--- src/rtl/core/yuyv_pkg.sv ---
`default_nettype none
package yuyv_pkg;

  localparam int BLOCK_WORDS      = 96;
  localparam int CHROMA_WORDS     = 32;
  localparam int LUMA_WORDS       = 64;
  localparam int WRITES_PER_BLOCK = 64;
  localparam int WORD_IDX_BITS    = 7;
  localparam int BASE_BITS        = 23;
  localparam int CFG_INDEX_BITS   = 2;
  localparam int CFG_DATA_BITS    = 23;
  localparam int GEOM_BITS        = 6;
  localparam int COUNT_BITS       = 13;
  localparam int TILE_OFS_BITS    = 22;
  localparam int STRIDE_BITS      = 12;
  localparam int TILE_STRIDE      = 32;

  typedef enum logic [CFG_INDEX_BITS-1:0] {
    REG_TEXTURE_BASE  = 2'd0,
    REG_BLOCKS_ACROSS = 2'd1,
    REG_BLOCKS_DOWN   = 2'd2,
    REG_SINGLE_TILE   = 2'd3
  } cfg_reg_t;

  typedef struct packed {
    logic                     bank;
    logic [TILE_OFS_BITS-1:0] offset;
    logic [STRIDE_BITS-1:0]   stride;
    logic [COUNT_BITS-1:0]    blocks_done;
    logic                     done;
  } job_t;

  typedef struct packed {
    logic        we;
    logic        luma;
    logic        bank;
    logic [5:0]  addr;
    logic [31:0] data;
  } mem_wr_t;

endpackage
`default_nettype wire

--- src/rtl/core/yuyv_jobq.sv ---
`default_nettype none
module yuyv_jobq import yuyv_pkg::*; (
  input  logic clk,
  input  logic rst_n,
  input  logic q_push,
  input  job_t q_job,
  output logic q_full,
  output logic q_valid,
  output job_t q_head,
  input  logic q_pop
);

  job_t       entry_r [2];
  logic       wr_ptr_r, wr_ptr_nxt;
  logic       rd_ptr_r, rd_ptr_nxt;
  logic [1:0] count_r, count_nxt;

  assign q_full  = (count_r == 2'd2);
  assign q_valid = (count_r != 2'd0);
  assign q_head  = entry_r[rd_ptr_r];

  always_comb begin
    wr_ptr_nxt = wr_ptr_r ^ q_push;
    rd_ptr_nxt = rd_ptr_r ^ q_pop;
    count_nxt  = count_r + 2'(q_push) - 2'(q_pop);
  end

  always_ff @(posedge clk) begin
    if (q_push) begin
      entry_r[wr_ptr_r] <= q_job;
    end
  end

  always_ff @(posedge clk) begin
    if (!rst_n) begin
      wr_ptr_r <= 1'b0;
      rd_ptr_r <= 1'b0;
      count_r  <= '0;
    end else begin
      wr_ptr_r <= wr_ptr_nxt;
      rd_ptr_r <= rd_ptr_nxt;
      count_r  <= count_nxt;
    end
  end

endmodule
`default_nettype wire

--- config.mk ---
export PLATFORM = sky130hd
export DESIGN_NAME = yuyv_jobq
export DESIGN_NICKNAME = d
export VERILOG_FILES = /design/src/rtl/core/yuyv_pkg.sv /design/src/rtl/core/yuyv_jobq.sv
export SDC_FILE = /design/constraint.sdc
export NUM_CORES = 1
export LEC_CHECK = 0
export BUFFER_PORTS_ARGS = -buffer_cell sky130_fd_sc_hd__buf_4
export CORE_MARGIN = 2
export CORE_UTILIZATION = 56
export CTS_CLUSTER_DIAMETER = 80
export DETAILED_ROUTE_END_ITERATION = 8
export MAX_ROUTING_LAYER = met4
export PLACE_DENSITY = 0.84
export SYNTH_ARGS = -nofsm -noshare
export SYNTH_HDL_FRONTEND = slang
export SYNTH_SLANG_ARGS = --single-unit
--- constraint.sdc ---
create_clock -name clk -period 5.15 [get_ports clk]
set_input_delay 1.03 -clock clk [delete_from_list [all_inputs] [get_ports clk]]
set_output_delay 1.03 -clock clk [all_outputs]
set_load 0.005 [all_outputs]
==> out/results.ini <==
[global_routing]
grt_max_degree=32
grt-ovfl-total=0
groute.usage.overall_pct=17.88
grt_pass1_vias=2025
antenna_found_initial=0
grt_pass1_wl_microns=9549

[clock_tree]
htreeDepth=3
cts_root_buffer=clkbuf_8
hold_buffers=0
cts_resized=0
post_cts_buffers=0
cts.clk_slew.worst_paths_ns=0.08
clock_sinks=103
clk_path_buf_depth=2
cts_tree=yes
cts-buffers-inserted=9
insertion_delay_ns=0.35

[timing]
finalMaxSlewViolations=0
hold_violations=0
finalSetupTns_ns=0
finalCriticalPeriod_ns=3.039
max_freq_mhz=329.1
worstMarginPinSlew_ns=0.4687
max_slew_margin_pct=68.75
timing.final.crit_share_pct=59.00
rsz0062_at_grt=false
finalClockSkew_ns=0.01096
setup_viol=0

[power_and_ir_drop]
p_leak_uw=0.001885
max-vdd-ir-drop_mv=0.2196
p_seq_share_pct=55.2
switching_power_uw=362.5
powerDensity_nw_per_um2=367.5
pwr-share-clk_pct=32.0
intPower_uw=1440
p_sw_share_pct=20.11
combPwrFrac_pct=12.8

[synthesis]
ys_top_cells_by_area=edfxtp_1, mux2_2, mux2_4, dfxtp_1, ha_1
synth_top_family_by_area=multiplexers
synthMuxAreaShare_pct=15.44
synthSimpleGateAreaFrac_pct=1.147
ys.warnings.count=0
synth_fa_ha_area_share_pct=1.311
avgSynthCellArea_sq_um=22.07
synth-compound-area-share_pct=0
syn_area_sq_um=3817
synth_xor_area_share_pct=0.8194
ys_ff_latch=103
syn-instance-count=173
synth_fp_nets=230
synthDistinctLibCells=14
synth.top_cell.area_share_pct=77.09
synth_top_area_cell=edfxtp_1
ys_seq_area_share_pct=79.71

[setup_path]
critPathSlowestCell=dfxtp_2
critPathMaxStageDelay_ns=0.62
timing.critical_path.mode_cell=buf_4
critPathArrivalTime_ns=2.01
path_max_fanout=31
path_class=flop to output port
crit_family=buffers and inverters
worstSetupStartpointType=flop
crit_chain=buf_4, mux2_2, buf_4
cp-end-kind=output port
critPathBufInv=2
crit_required_ns=4.12

[run_status]
status=finished, final reports clean

[place]
gp_congestion=0.7401
place_hpwl_microns=4453
io_buffers=103

[floorplanning]
rows=30
initial_core_util_pct=57.13
dieArea_sq_um=7494
chipHeight_microns=86.57
io_pins=104
die_x_microns=86.57
coreArea_sq_um=6681

[layout]
fill_cells=406
drive_gt1_share_pct=59.86
layout.cells.most_common_list=buf_4, edfxtp_1, mux2_2, mux2_4, clkbuf_8
nets=342
post-route-util_pct=73.43
diodes=0
layout_commonest_cell=buf_4
area_growth_pct=28.52

[route]
avgViaCountPerCell=5.230
drc=0
wire_per_inst_microns=17.64
first_pass_iters=4
antenna_left=0
first_iter_violations=98
routed_wirelength_microns=6511
vias=1930

[run]
maxCapViolations=0

[worst_hold_path]
hold_path_class=flop to flop

[sequential cells by signal, summed over array words and instances, names as in the netlist, named ones only]
signal / count
rd_ptr_r: 1
wr_ptr_r: 1
entry_r: 98
count_r: 2
[power groups by stage]
| stage | combinational (uW) | clock [uW] | sequential (uW) |
|---|---|---|---|
| after detailed placement | 234 | 0 | 1020 |
| final | 231 | 577 | 995 |
| after CTS | 235 | 585 | 996 |
| after floorplan | 117 | 0 | 1010 |
| after global placement | 227 | 0 | 1010 |
| after global routing | 249 | 623 | 1000 |
[cells by family after synthesis]
logic type / after synthesis
simple gates: 7
buf+inv: 8
mux: 49
fa+ha+maj: 4
flops: 103
xor+xnor: 2
[through the flow]
stage,instances,total power [uW],hold slack [ns],setup slack (ns),area (sq um)
final,369,1803,0.5835,2.111,4906
after global routing,369,1873,0.6116,1.995,4906
after detailed placement,354,1249,0.5695,2.448,4671
after floorplan,173,1123,0.5215,2.494,3817
after CTS,369,1816,0.5887,2.079,4906
after global placement,354,1239,0.5522,2.468,4671
[cells in the mapped netlist]
cell type	instances
and2_1	3
buf_4	3
buf_6	1
buf_8	1
dfxtp_1	5
edfxtp_1	98
ha_1	4
inv_1	3
mux2_2	39
mux2_4	10
nor2b_1	3
or2_2	1
xnor3_1	1
xor2_1	1
[per-layer routing]
| layer | up-vias | wire (microns) | global-route usage [%] |
|---|---|---|---|
| met5 | - | 0 | - |
| met4 | 0 | 106 | 6.818 |
| met3 | 12 | 298 | 3.810 |
| met2 | 64 | 3468 | 31.05 |
| met1 | 963 | 2638 | 20.36 |
| li1 | 891 | - | - |
[final timing paths]
path | from | to | slack [ns] | cells after the start
worst min-delay path | wr_ptr_r | wr_ptr_r | 0.58 | 3
worst max register to register | wr_ptr_r | entry_r[0][1] | 3.48 | 3
worst min register to register | wr_ptr_r | wr_ptr_r | 0.58 | 3
worst max-delay path | flop | q_head[14] | 2.11 | 3
[worst min-delay path: stages, from the launching register on]
cell and delay [ns]:
dfxtp_1 0.32, inv_1 0.06, ha_2 0.13, nor2b_1 0.03
[cell type report]
cell class / instances / area [sq um] / share of cell area (%)
flip-flops and latches: 103 / 3044 / 62.05
repair buffers: 106 / 795.8 / 16.22
multi-input cells: 62 / 719.4 / 14.66
clock buffers: 10 / 127.6 / 2.601
clock inverters: 5 / 107.6 / 2.193
well taps: 80 / 100.1 / 2.040
inverters: 3 / 11.26 / 0.2295
Power figures use the tool's default switching activity.
