**config.mk**
```make
export PLATFORM = sky130hd
export DESIGN_NAME = yuyv_front
export DESIGN_NICKNAME = d
export VERILOG_FILES = /design/src/rtl/core/yuyv_pkg.sv /design/src/rtl/core/yuyv_front.sv
export SDC_FILE = /design/constraint.sdc
export NUM_CORES = 1
export LEC_CHECK = 0
export ABC_AREA = 1
export BUFFER_PORTS_ARGS = -buffer_cell sky130_fd_sc_hd__buf_2
export CAP_MARGIN = 15
export CORE_AREA = 5 5 206 108
export CTS_BUF_LIST = sky130_fd_sc_hd__clkbuf_16
export CTS_CLUSTER_SIZE = 12
export DETAILED_ROUTE_END_ITERATION = 6
export DIE_AREA = 0 0 211 113
export PLACE_DENSITY = 0.65
export SETUP_SLACK_MARGIN = 0.2
export SLEW_MARGIN = 20
export SYNTH_ARGS = -nofsm -noshare
export SYNTH_HDL_FRONTEND = slang
export SYNTH_SLANG_ARGS = --single-unit
export TNS_END_PERCENT = 10
```
**constraint.sdc**
```tcl
create_clock -name clk -period 8.5 [get_ports clk]
set_input_delay 0.85 -clock clk [delete_from_list [all_inputs] [get_ports clk]]
set_output_delay 0.85 -clock clk [all_outputs]
set_load 0.1 [all_outputs]
```
**src/rtl/core/yuyv_pkg.sv**
```systemverilog
`default_nettype none
package yuyv_pkg;

  localparam int BLOCK_WORDS      = 96;
  localparam int CHROMA_WORDS     = 32;
  localparam int LUMA_WORDS       = 64;
  localparam int WRITES_PER_BLOCK = 64;
  localparam int WORD_IDX_BITS    = 7;
  localparam int BASE_BITS        = 23;
  localparam int CFG_INDEX_BITS   = 2;
  localparam int CFG_DATA_BITS    = 23;
  localparam int GEOM_BITS        = 6;
  localparam int COUNT_BITS       = 13;
  localparam int TILE_OFS_BITS    = 22;
  localparam int STRIDE_BITS      = 12;
  localparam int TILE_STRIDE      = 32;

  typedef enum logic [CFG_INDEX_BITS-1:0] {
    REG_TEXTURE_BASE  = 2'd0,
    REG_BLOCKS_ACROSS = 2'd1,
    REG_BLOCKS_DOWN   = 2'd2,
    REG_SINGLE_TILE   = 2'd3
  } cfg_reg_t;

  typedef struct packed {
    logic                     bank;
    logic [TILE_OFS_BITS-1:0] offset;
    logic [STRIDE_BITS-1:0]   stride;
    logic [COUNT_BITS-1:0]    blocks_done;
    logic                     done;
  } job_t;

  typedef struct packed {
    logic        we;
    logic        luma;
    logic        bank;
    logic [5:0]  addr;
    logic [31:0] data;
  } mem_wr_t;

endpackage
`default_nettype wire

```
**src/rtl/core/yuyv_front.sv**
```systemverilog
`default_nettype none
module yuyv_front import yuyv_pkg::*; (
  input  logic                      clk,
  input  logic                      rst_n,
  input  logic                      cfg_we,
  input  logic [CFG_INDEX_BITS-1:0] cfg_index,
  input  logic [CFG_DATA_BITS-1:0]  cfg_data,
  input  logic                      push,
  input  logic [31:0]               stream_word,
  output logic                      full,
  input  logic                      q_full,
  output logic                      q_push,
  output job_t                      q_job,
  output mem_wr_t                   mem_wr,
  output logic [BASE_BITS-1:0]      texture_base
);

  logic [BASE_BITS-1:0]     base_r, base_nxt;
  logic [GEOM_BITS-1:0]     across_m1_r, across_m1_nxt;
  logic [GEOM_BITS-1:0]     down_m1_r, down_m1_nxt;
  logic                     single_r, single_nxt;
  logic [WORD_IDX_BITS-1:0] word_idx_r, word_idx_nxt;
  logic [GEOM_BITS-1:0]     col_r, col_nxt;
  logic [GEOM_BITS-1:0]     row_r, row_nxt;
  logic [COUNT_BITS-1:0]    dcount_r, dcount_nxt;
  logic                     bank_r, bank_nxt;

  logic                     accept;
  logic                     last_word;
  logic [GEOM_BITS:0]       across;
  logic [GEOM_BITS:0]       down;
  logic [13:0]              total;
  logic [COUNT_BITS-1:0]    dcount_inc;
  logic                     done;
  logic [GEOM_BITS-1:0]     col_eff;
  logic [GEOM_BITS-1:0]     row_eff;
  logic [GEOM_BITS:0]       col_inc;
  logic [GEOM_BITS:0]       row_inc;
  logic [COUNT_BITS-1:0]    row_mul;
  logic [WORD_IDX_BITS-1:0] luma_idx;

  assign accept    = push & ~q_full;
  assign full      = q_full;
  assign last_word = (word_idx_r == WORD_IDX_BITS'(BLOCK_WORDS - 1));

  assign across     = {1'b0, across_m1_r} + 7'd1;
  assign down       = {1'b0, down_m1_r} + 7'd1;
  assign total      = 14'(across) * 14'(down);
  assign dcount_inc = dcount_r + 13'd1;
  assign done       = ({1'b0, dcount_inc} >= total);

  assign col_eff = ({1'b0, col_r} >= across) ? '0 : col_r;
  assign row_eff = ({1'b0, row_r} >= down) ? '0 : row_r;
  assign col_inc = {1'b0, col_eff} + 7'd1;
  assign row_inc = {1'b0, row_eff} + 7'd1;
  assign row_mul = 13'(row_eff) * 13'(across);

  assign luma_idx = word_idx_r - WORD_IDX_BITS'(CHROMA_WORDS);

  always_comb begin
    mem_wr.we   = accept;
    mem_wr.bank = bank_r;
    mem_wr.data = stream_word;
    mem_wr.luma = (word_idx_r >= WORD_IDX_BITS'(CHROMA_WORDS));
    mem_wr.addr = mem_wr.luma ? luma_idx[5:0] : {1'b0, word_idx_r[4:0]};
  end

  always_comb begin
    q_push            = accept & last_word;
    q_job.bank        = bank_r;
    q_job.blocks_done = dcount_inc;
    q_job.done        = done;
    if (single_r) begin
      q_job.offset = '0;
      q_job.stride = STRIDE_BITS'(TILE_STRIDE);
    end else begin
      q_job.offset = {row_mul, 9'b0} + TILE_OFS_BITS'({col_eff, 5'b0});
      q_job.stride = {across, 5'b0};
    end
  end

  assign texture_base = base_r;

  always_comb begin
    base_nxt      = base_r;
    across_m1_nxt = across_m1_r;
    down_m1_nxt   = down_m1_r;
    single_nxt    = single_r;
    word_idx_nxt  = word_idx_r;
    col_nxt       = col_r;
    row_nxt       = row_r;
    dcount_nxt    = dcount_r;
    bank_nxt      = bank_r;

    if (accept) begin
      if (last_word) begin
        word_idx_nxt = '0;
        bank_nxt     = ~bank_r;
        dcount_nxt   = dcount_inc;
        if (!single_r) begin
          if (col_inc >= across) begin
            col_nxt = '0;
            row_nxt = (row_inc >= down) ? '0 : row_inc[GEOM_BITS-1:0];
          end else begin
            col_nxt = col_inc[GEOM_BITS-1:0];
            row_nxt = row_eff;
          end
        end
        if (done) begin
          col_nxt    = '0;
          row_nxt    = '0;
          dcount_nxt = '0;
        end
      end else begin
        word_idx_nxt = word_idx_r + 7'd1;
      end
    end

    if (cfg_we) begin
      unique case (cfg_reg_t'(cfg_index))
        REG_TEXTURE_BASE: begin
          base_nxt     = cfg_data;
          word_idx_nxt = '0;
          col_nxt      = '0;
          row_nxt      = '0;
          dcount_nxt   = '0;
        end
        REG_BLOCKS_ACROSS: across_m1_nxt = cfg_data[GEOM_BITS-1:0];
        REG_BLOCKS_DOWN:   down_m1_nxt   = cfg_data[GEOM_BITS-1:0];
        REG_SINGLE_TILE:   single_nxt    = cfg_data[0];
        default: ;
      endcase
    end
  end

  always_ff @(posedge clk) begin
    if (!rst_n) begin
      base_r      <= '0;
      across_m1_r <= '0;
      down_m1_r   <= '0;
      single_r    <= 1'b0;
      word_idx_r  <= '0;
      col_r       <= '0;
      row_r       <= '0;
      dcount_r    <= '0;
      bank_r      <= 1'b0;
    end else begin
      base_r      <= base_nxt;
      across_m1_r <= across_m1_nxt;
      down_m1_r   <= down_m1_nxt;
      single_r    <= single_nxt;
      word_idx_r  <= word_idx_nxt;
      col_r       <= col_nxt;
      row_r       <= row_nxt;
      dcount_r    <= dcount_nxt;
      bank_r      <= bank_nxt;
    end
  end

endmodule
`default_nettype wire

```
==> summary.md, run 1 <==
| Metric | Value |
|---|---|
| CP Data Required Time | `about 7700 ps` |
| Die Outline Area | `between 20,000 and 25,000 um^2` |
| Number of hold buffers added after cts | `0` |
| Post-synthesis cell count | `1,128` |
| Clock root buffer master | `clkbuf_16` |
| Number of cells in the design after placement | `1,446` |
| Worst Setup Path Type | `reg -> out` |
| Number of diodes | `0` |
| Max-cap viol count | `0` |
| Total overflow reported by the global router | `0` |
| Max-slew violation count | `0` |
| GRT Overall Usage | `a little under a fifth` |
| Worst Hold Class | `reg -> reg` |
| Pin count of the biggest net entering global routing | `39` |
| Detailed-routing iteration count for the pre-antenna-repair pass | `5` |
| Unique cell type count in the Yosys netlist | `slightly above 50` |
| Clock H-tree levels | `3` |
| Share of the cycle needed by the critical path after routing | `92.0%` |
| Worst Clk Skew | `between 10 and 15 ps` |
| Relative slew slack | `roughly two fifths` |
| Initial antenna violation count | `0` |
| P&R area growth vs syn | `10.1%` |
| Utilization of the core after routing | `approximately 43%` |
| Final RePlAce weighted congestion | `between 0.9 and 1` |
| Mean number of vias per cell | `between 4 and 5` |
| Post-synthesis async set-or-reset flop share | `0%` |
| Number of warnings reported in the yosys synthesis log | `0` |
| Global-route wire length before repair | `35.3 mm` |
| Std-Cell Rows | `37` |
| Y dimension of the die | `~110 um` |
| DRT antenna net count | `0` |
| Post-layout total power | `1040 uW` |
| Highest net fanout along the worst path | `8` |
| Port Buffers | `roughly 100` |
| Finished Layout Cells | `~1.5k` |
| Peak Freq | `between 100 and 150 MHz` |
| Post-synthesis instance area | `7940 um^2` |
| Leakage power | `roughly 0.0046 uW` |
| Layout cell share with drive strength beyond 1 | `between 10 and 15%` |
| Total power density per cell area | `between 100 and 150 nW/um^2` |
| Worst path slowest cell | `fa_1` |
| Number of filler cells placed in the layout | `2,156` |
| Number of enable-type register cells in the synthesized netlist | `0` |
| Die width | `between 200 and 250 um` |
| CTS clock-pin slew for the worst setup and hold paths | `70 ps` |
| Combined buffer and inverter count along the critical path | `4` |
| Cell family with the largest share of critical-path delay | `adder cells` |
| Setup TNS | `0 ps` |
| Vias | `just over 7k` |
| HPWL after detailed placement | `~18 mm` |
| Endpoint arrival time on the critical path | `between 6000 and 7000 ps` |
| Initial core utilization | `about two fifths` |
| CP endpoint kind | `primary output` |
| Wire length after detailed routing | `around 22 mm` |
| Core ar. | `about 20,000 um^2` |
| Result of the run | `complete, no violations` |
| Number of nets in the finished design | `roughly 1.4k` |
| Critical Path Source Type | `flip-flop` |
| Residual DRC | `0` |
| Skew-Pair Late Insertion Delay | `360 ps` |
| Detailed-route wire length per cell | `around 15 um` |
| Total clock sinks | `a little under 70` |
| Critical Path Max Stage Delay | `~550 ps` |
| Post-synth top flop | `dfxtp_1` |
| Number of synthesized register bits | `between 60 and 70` |
| Most prevalent standard cell on the critical path | `nand2_1` |
| Slew at the pin closest to its max-slew limit | `~880 ps` |
| Number of placed I/O pins | `between 150 and 200` |
| Setup-violating endpoint count in the final report | `0` |
| Post-route minimum period | `just under 8000 ps` |
| Register area share after synthesis | `17.4%` |
| Post-Synthesis Mean Instance Area | `between 7 and 8 um^2` |
| CTS tree | `done` |
| VDD IR max | `~96 uV` |
| Worst-case clock buffer depth | `2` |
| Vias in the first global route | `6,788` |
| Violation count after the first detailed-routing iteration | `583` |
| RSZ-0062 raised after global routing | `yes` |
| Number of buffers inserted during clock tree synthesis | `9` |
| Number of hold-slack violations in the final timing report | `0` |
routing by layer:
layer  track usage [%]  up-vias  part of all wire, %  wire (um)
met2              23.7      288                   36       7830
met1              28.7     3270                   52      11300
met5                 0        -                    0          0
met3              7.42       12                   11       2440
met4              2.37        0                 0.54        116
li1                  -     3640                    -          -
state kept, by name, summed over array words and instances, names as in the netlist:
register / count
dcount_r: 13
bank_r: 1
texture_base: 23
single_r: 1
col_r: 6
row_r: 6
word_idx_r: 7
down_m1_r: 6
across_m1_r: 6
placed cells by master (no fill, tap or decap), types with 10 or more instances in the layout:
master / count
nand2_1: 180
fa_1: 46
conb_1: 10
a21oi_1: 58
nor2_1: 188
xor2_1: 24
buf_2: 100
o21ai_0: 67
inv_1: 167
nand4_1: 14
dfxtp_1: 69
ha_1: 99
nand3_1: 44
worst paths after layout:
path / from / cells after the start / endpoint / slack (ps)
worst max-delay path: down_m1_r[0] / 30 / q_job[45] / 680
worst min register to register: dcount_r[3] / 2 / dcount_r[3] / 480
worst max register to register: across_m1_r[0] / 28 / dcount_r[12] / 1740
worst min-delay path: dcount_r[3] / 2 / dcount_r[3] / 480
area by class of cell:
cell class                 instances  area, um^2  area share, %
clock inverter                     7         105           1.20
timing repair buffer             110         576           6.59
sequential                        69        1380           15.8
clock buffer                       9         225           2.58
inverter                         178         676           7.73
tap                              273         342           3.91
multi-input combinational        816        5430           62.2
Yosys cell counts (19+ instances only):
| library cell | n | area [um^2] |
|---|---|---|
| buf_4 | 52 | 390 |
| fa_1 | 46 | 921 |
| dfxtp_1 | 69 | 1380 |
| ha_1 | 99 | 1240 |
| clkbuf_1 | 19 | 71.3 |
| inv_1 | 167 | 627 |
| a21oi_1 | 58 | 290 |
| nand2_1 | 180 | 676 |
| xor2_1 | 24 | 210 |
| nand3_1 | 44 | 220 |
| nor2_1 | 188 | 706 |
| o21ai_0 | 67 | 335 |
metrics by stage:
stage | hold slack (ps) | setup WS (ps) | cell area (um^2)
floorplan | 438 | 1010 | 7970
global placement | 458 | 1190 | 8400
detailed placement | 471 | 1070 | 8400
CTS | 484 | 686 | 8730
global route | 502 | 133 | 8740
finish | 482 | 681 | 8740
repair_timing:
| action | in CTS | in global routing |
|---|---|---|
| resized for setup | 0 | 2 |
| endpoints found under the setup margin | 0 | 3 |
| buffers inserted | 0 | 0 |
tightest hold or removal path: cells and delay by family (launching register included):
family           cells  cell delay [ps]
flip-flops           1              310
AO/OA/AOI/OAI        1               50
AND/OR/NAND/NOR      1               80
power breakdown:
part	switching, uW	total, uW	internal (uW)
clock	173	435	262
combinational	209	267	57.5
sequential	7.99	341	333
total	391	1040	652
cells by family (layout without fill, tap and decap cells):
kind of cell | after synthesis | in the layout | share of synthesized area (%)
DFF | 69 | 69 | 17.4
other | 1 | 10 | 0.0472
and+or+nand+nor | 476 | 476 | 26.7
buffers and inverters | 252 | 304 | 14.6
xor gates and xnor gates | 34 | 34 | 3.85
adders and majority gates | 145 | 145 | 27.2
AOI/OAI and AO/OA | 151 | 151 | 10.3
Power figures use the tool's default switching activity.
==> run 2: changes to the inputs <==
--- a/config.mk
+++ b/config.mk
@@ -8,12 +8,13 @@
 export ABC_AREA = 1
 export BUFFER_PORTS_ARGS = -buffer_cell sky130_fd_sc_hd__buf_2
 export CAP_MARGIN = 15
-export CORE_AREA = 5 5 206 108
+export CORE_AREA = 2 2 203 105
 export CTS_BUF_LIST = sky130_fd_sc_hd__clkbuf_16
 export CTS_CLUSTER_SIZE = 12
 export DETAILED_ROUTE_END_ITERATION = 6
-export DIE_AREA = 0 0 211 113
+export DIE_AREA = 0 0 205 107
 export PLACE_DENSITY = 0.65
+export REMOVE_ABC_BUFFERS = 1
 export SETUP_SLACK_MARGIN = 0.2
 export SLEW_MARGIN = 20
 export SYNTH_ARGS = -nofsm -noshare
==> run 2 against run 1 <==
- critical path depth increased by 3
- maximum frequency increased by 0.27%
- clock-buffer cell count unchanged
- register-to-register slack about the same
- sequential power about the same
- first-iteration DRC count increased by 16%
- setup slack improved by 21 ps
- flip-flop and latch count unchanged
- design area decreased by 0.30%
- critical path type unchanged
- non-clock buffer count decreased by 1
- total power decreased by 2.3%
- clock skew decreased by 0.70 ps
==> summary.md, run 2 (synthesis gave the netlist of run 1 again) <==
| Metric | Value |
|---|---|
| Number of buffers inserted during clock tree synthesis | `9` |
| Hold path depth | `2` |
| GR met2 Demand/Resource | `between 20% and 30%` |
| Wire length after detailed routing | `~23 mm` |
| Number of gates on the worst path with buffers counted | `33` |
| VDD IR max | `95.9 uV` |
| Highest net fanout along the worst path | `8` |
| Pin count of the biggest net entering global routing | `39` |
| Worst Hold Class | `reg -> reg` |
| Endpoint arrival time on the critical path | `6950 ps` |
| Number of flip-flops under the largest register name | `23` |
| DRT antenna net count | `0` |
| Most prevalent standard cell on the critical path | `nand2_1` |
| Combined buffer and inverter count along the critical path | `5` |
| Number of diodes | `0` |
| Clock H-tree levels | `3` |
| Critical Path Source Type | `flip-flop` |
| Worst-case clock buffer depth | `2` |
| Detailed-route wire length per cell | `roughly 15 um` |
| Worst Clk Skew | `about 11 ps` |
| Cell family with the largest share of critical-path delay | `adder cells` |
| Number of filler cells placed in the layout | `between 2k and 2.5k` |
| Grt met3 use | `around 8.6%` |
| Global-route wire length before repair | `35.9 mm` |
| Proportion of power drawn by flip-flops and latches | `roughly a third` |
| Peak Freq | `roughly 130 MHz` |
| Critical Path Max Stage Delay | `550 ps` |
| Global-route track usage on met1 | `34.3%` |
| Max-cap viol count | `0` |
| Total power density per cell area | `117 nW/um^2` |
| Initial antenna violation count | `0` |
| Number of nets in the finished design | `about 1.4k` |
| Residual DRC | `0` |
| Switching Fraction | `between 30% and 40%` |
| Initial core utilization | `about two fifths` |
| HPWL after detailed placement | `17.9 mm` |
| P&R area growth vs syn | `9.74%` |
| CTS clock-pin slew for the worst setup and hold paths | `around 60 ps` |
| Setup-violating endpoint count in the final report | `0` |
| Total overflow reported by the global router | `0` |
| Die width | `roughly 210 um` |
| Crit path from | `down_m1_r[0]` |
| CP endpoint kind | `primary output` |
| Leakage power | `between 0.004 and 0.005 uW` |
| GRT Overall Usage | `21.1%` |
| Most common cell after layout, fill and taps aside | `nor2_1` |
| Placed Instance Area | `between 8000 and 9000 um^2` |
| Number of hold-slack violations in the final timing report | `0` |
| Vias in the first global route | `~6.5k` |
| Share of the cycle needed by the critical path after routing | `roughly 92%` |
| Top library cells by usage in the layout, fill and taps aside | `188 x nor2_1, 180 x nand2_1, 167 x inv_1` |
| Worst Setup Path Type | `reg -> out` |
| Skew-Pair Late Insertion Delay | `about 350 ps` |
| Final RePlAce weighted congestion | `between 1 and 1.5` |
| Worst min-delay path startpoint | `texture_base[7]` |
| Y dimension of the die | `between 100 and 150 um` |
| Gate power share | `between 20% and 30%` |
| Max-slew violation count | `0` |
| Slew at the pin closest to its max-slew limit | `~850 ps` |
| Switching power | `~370 uW` |
| Core ar. | `20,200 um^2` |
| CP Data Required Time | `7650 ps` |
| Std-Cell Rows | `37` |
| Total clock sinks | `69` |
| Vias | `just over 7k` |
| Cell depth of the worst flop-to-flop path | `29` |
| Number of placed I/O pins | `around 180` |
| Layout cell share with drive strength beyond 1 | `roughly 14%` |
| Total internal power | `~650 uW` |
| Clock share of power | `between 40% and 50%` |
| Port Buffers | `between 100 and 150` |
| Violation count after the first detailed-routing iteration | `678` |
| Post-route minimum period | `7800 ps` |
| Worst path slowest cell | `dfxtp_1` |
| Final instance area | `a little under 9000 um^2` |
| Worst flop-to-flop path startpoint | `across_m1_r[1]` |
| RSZ-0062 raised after global routing | `no` |
| Busiest layer in global routing | `met1` |
| Result of the run | `complete, no violations` |
| Clock root buffer master | `clkbuf_16` |
| Mean number of vias per cell | `around 5.0` |
| Die Outline Area | `around 22,000 um^2` |
| Detailed-routing iteration count for the pre-antenna-repair pass | `5` |
| Relative slew slack | `between 40% and 50%` |
| Worst R2R Setup Slack | `around 1700 ps` |
| # Post-CTS Setup Buffers | `0` |
| CTS tree | `done` |
| Setup TNS | `0 ps` |
## run 2: cell count changes in the layout (fill, tap and decap cells not counted)
cell | previous run | this run
clkinvlp_4 | 1 | 2
inv_8 | 1 | 0
buf_2 | 100 | 102
inv_6 | 2 | 0
clkinv_1 | 1 | 2
buf_4 | 8 | 7
clkbuf_4 | 2 | 0
inv_2 | 7 | 8
## run 2: path summary, 6_finish.rpt
path	endpoint
min reg2reg	texture_base[7]
max	q_job[47]
max reg2reg	dcount_r[2]
min	texture_base[7]
## run 2: stage by stage
stage	setup WS (ps)	hold slack, ps	util (%)	total power (uW)	std cells
finish	702	475	43.2	1020	1461
global route	258	505	43.2	1060	1461
CTS	657	476	43.2	1030	1461
global placement	1220	456	41.6	610	1445
floorplan	1000	437	-	546	1063
detailed placement	1070	467	41.6	613	1445
## run 2: final cells by class
cell class                      instances  area (um^2)  area share [%]
Multi-Input combinational cell        816         5430            62.4
Sequential cell                        69         1380            15.9
Inverter                              178          676            7.76
Timing Repair Buffer                  109          563            6.46
Tap cell                              273          342            3.92
Clock buffer                            9          225            2.59
Clock inverter                          7         91.3            1.05
## run 2: worst reg2reg max path, delay by kind of cell, from the launching register on
family                   cells  cell delay (ps)
adder cells (fa/ha/maj)      7             2580
AND/OR/NAND/NOR             11             1400
AO/OA/AOI/OAI                7             1290
XOR/XNOR                     1              600
buffers and inverters        3              410
flip-flops                   1              360
## run 2: power by group through the flow
stage / clock network [uW] / registers [uW] / logic [uW]
after floorplan: 0 / 390 / 156
after global placement: 0 / 346 / 264
after detailed placement: 0 / 347 / 266
after CTS: 420 / 340 / 267
after global routing: 435 / 341 / 289
final: 410 / 340 / 269
## run 2: repair_timing
| action | 4_1_cts | 5_1_grt |
|---|---|---|
| setup endpoints to repair | 0 | 1 |
| resized for setup | 0 | 1 |
| hold buffers | 0 | 0 |
## run 2: layer usage
layer	wire length [um]	part of all wire, %	vias to the layer above
met3	2520	11	13
met1	12200	54	3303
met2	7750	34	293
met5	0	0	-
li1	-	-	3632
met4	84	0.37	0
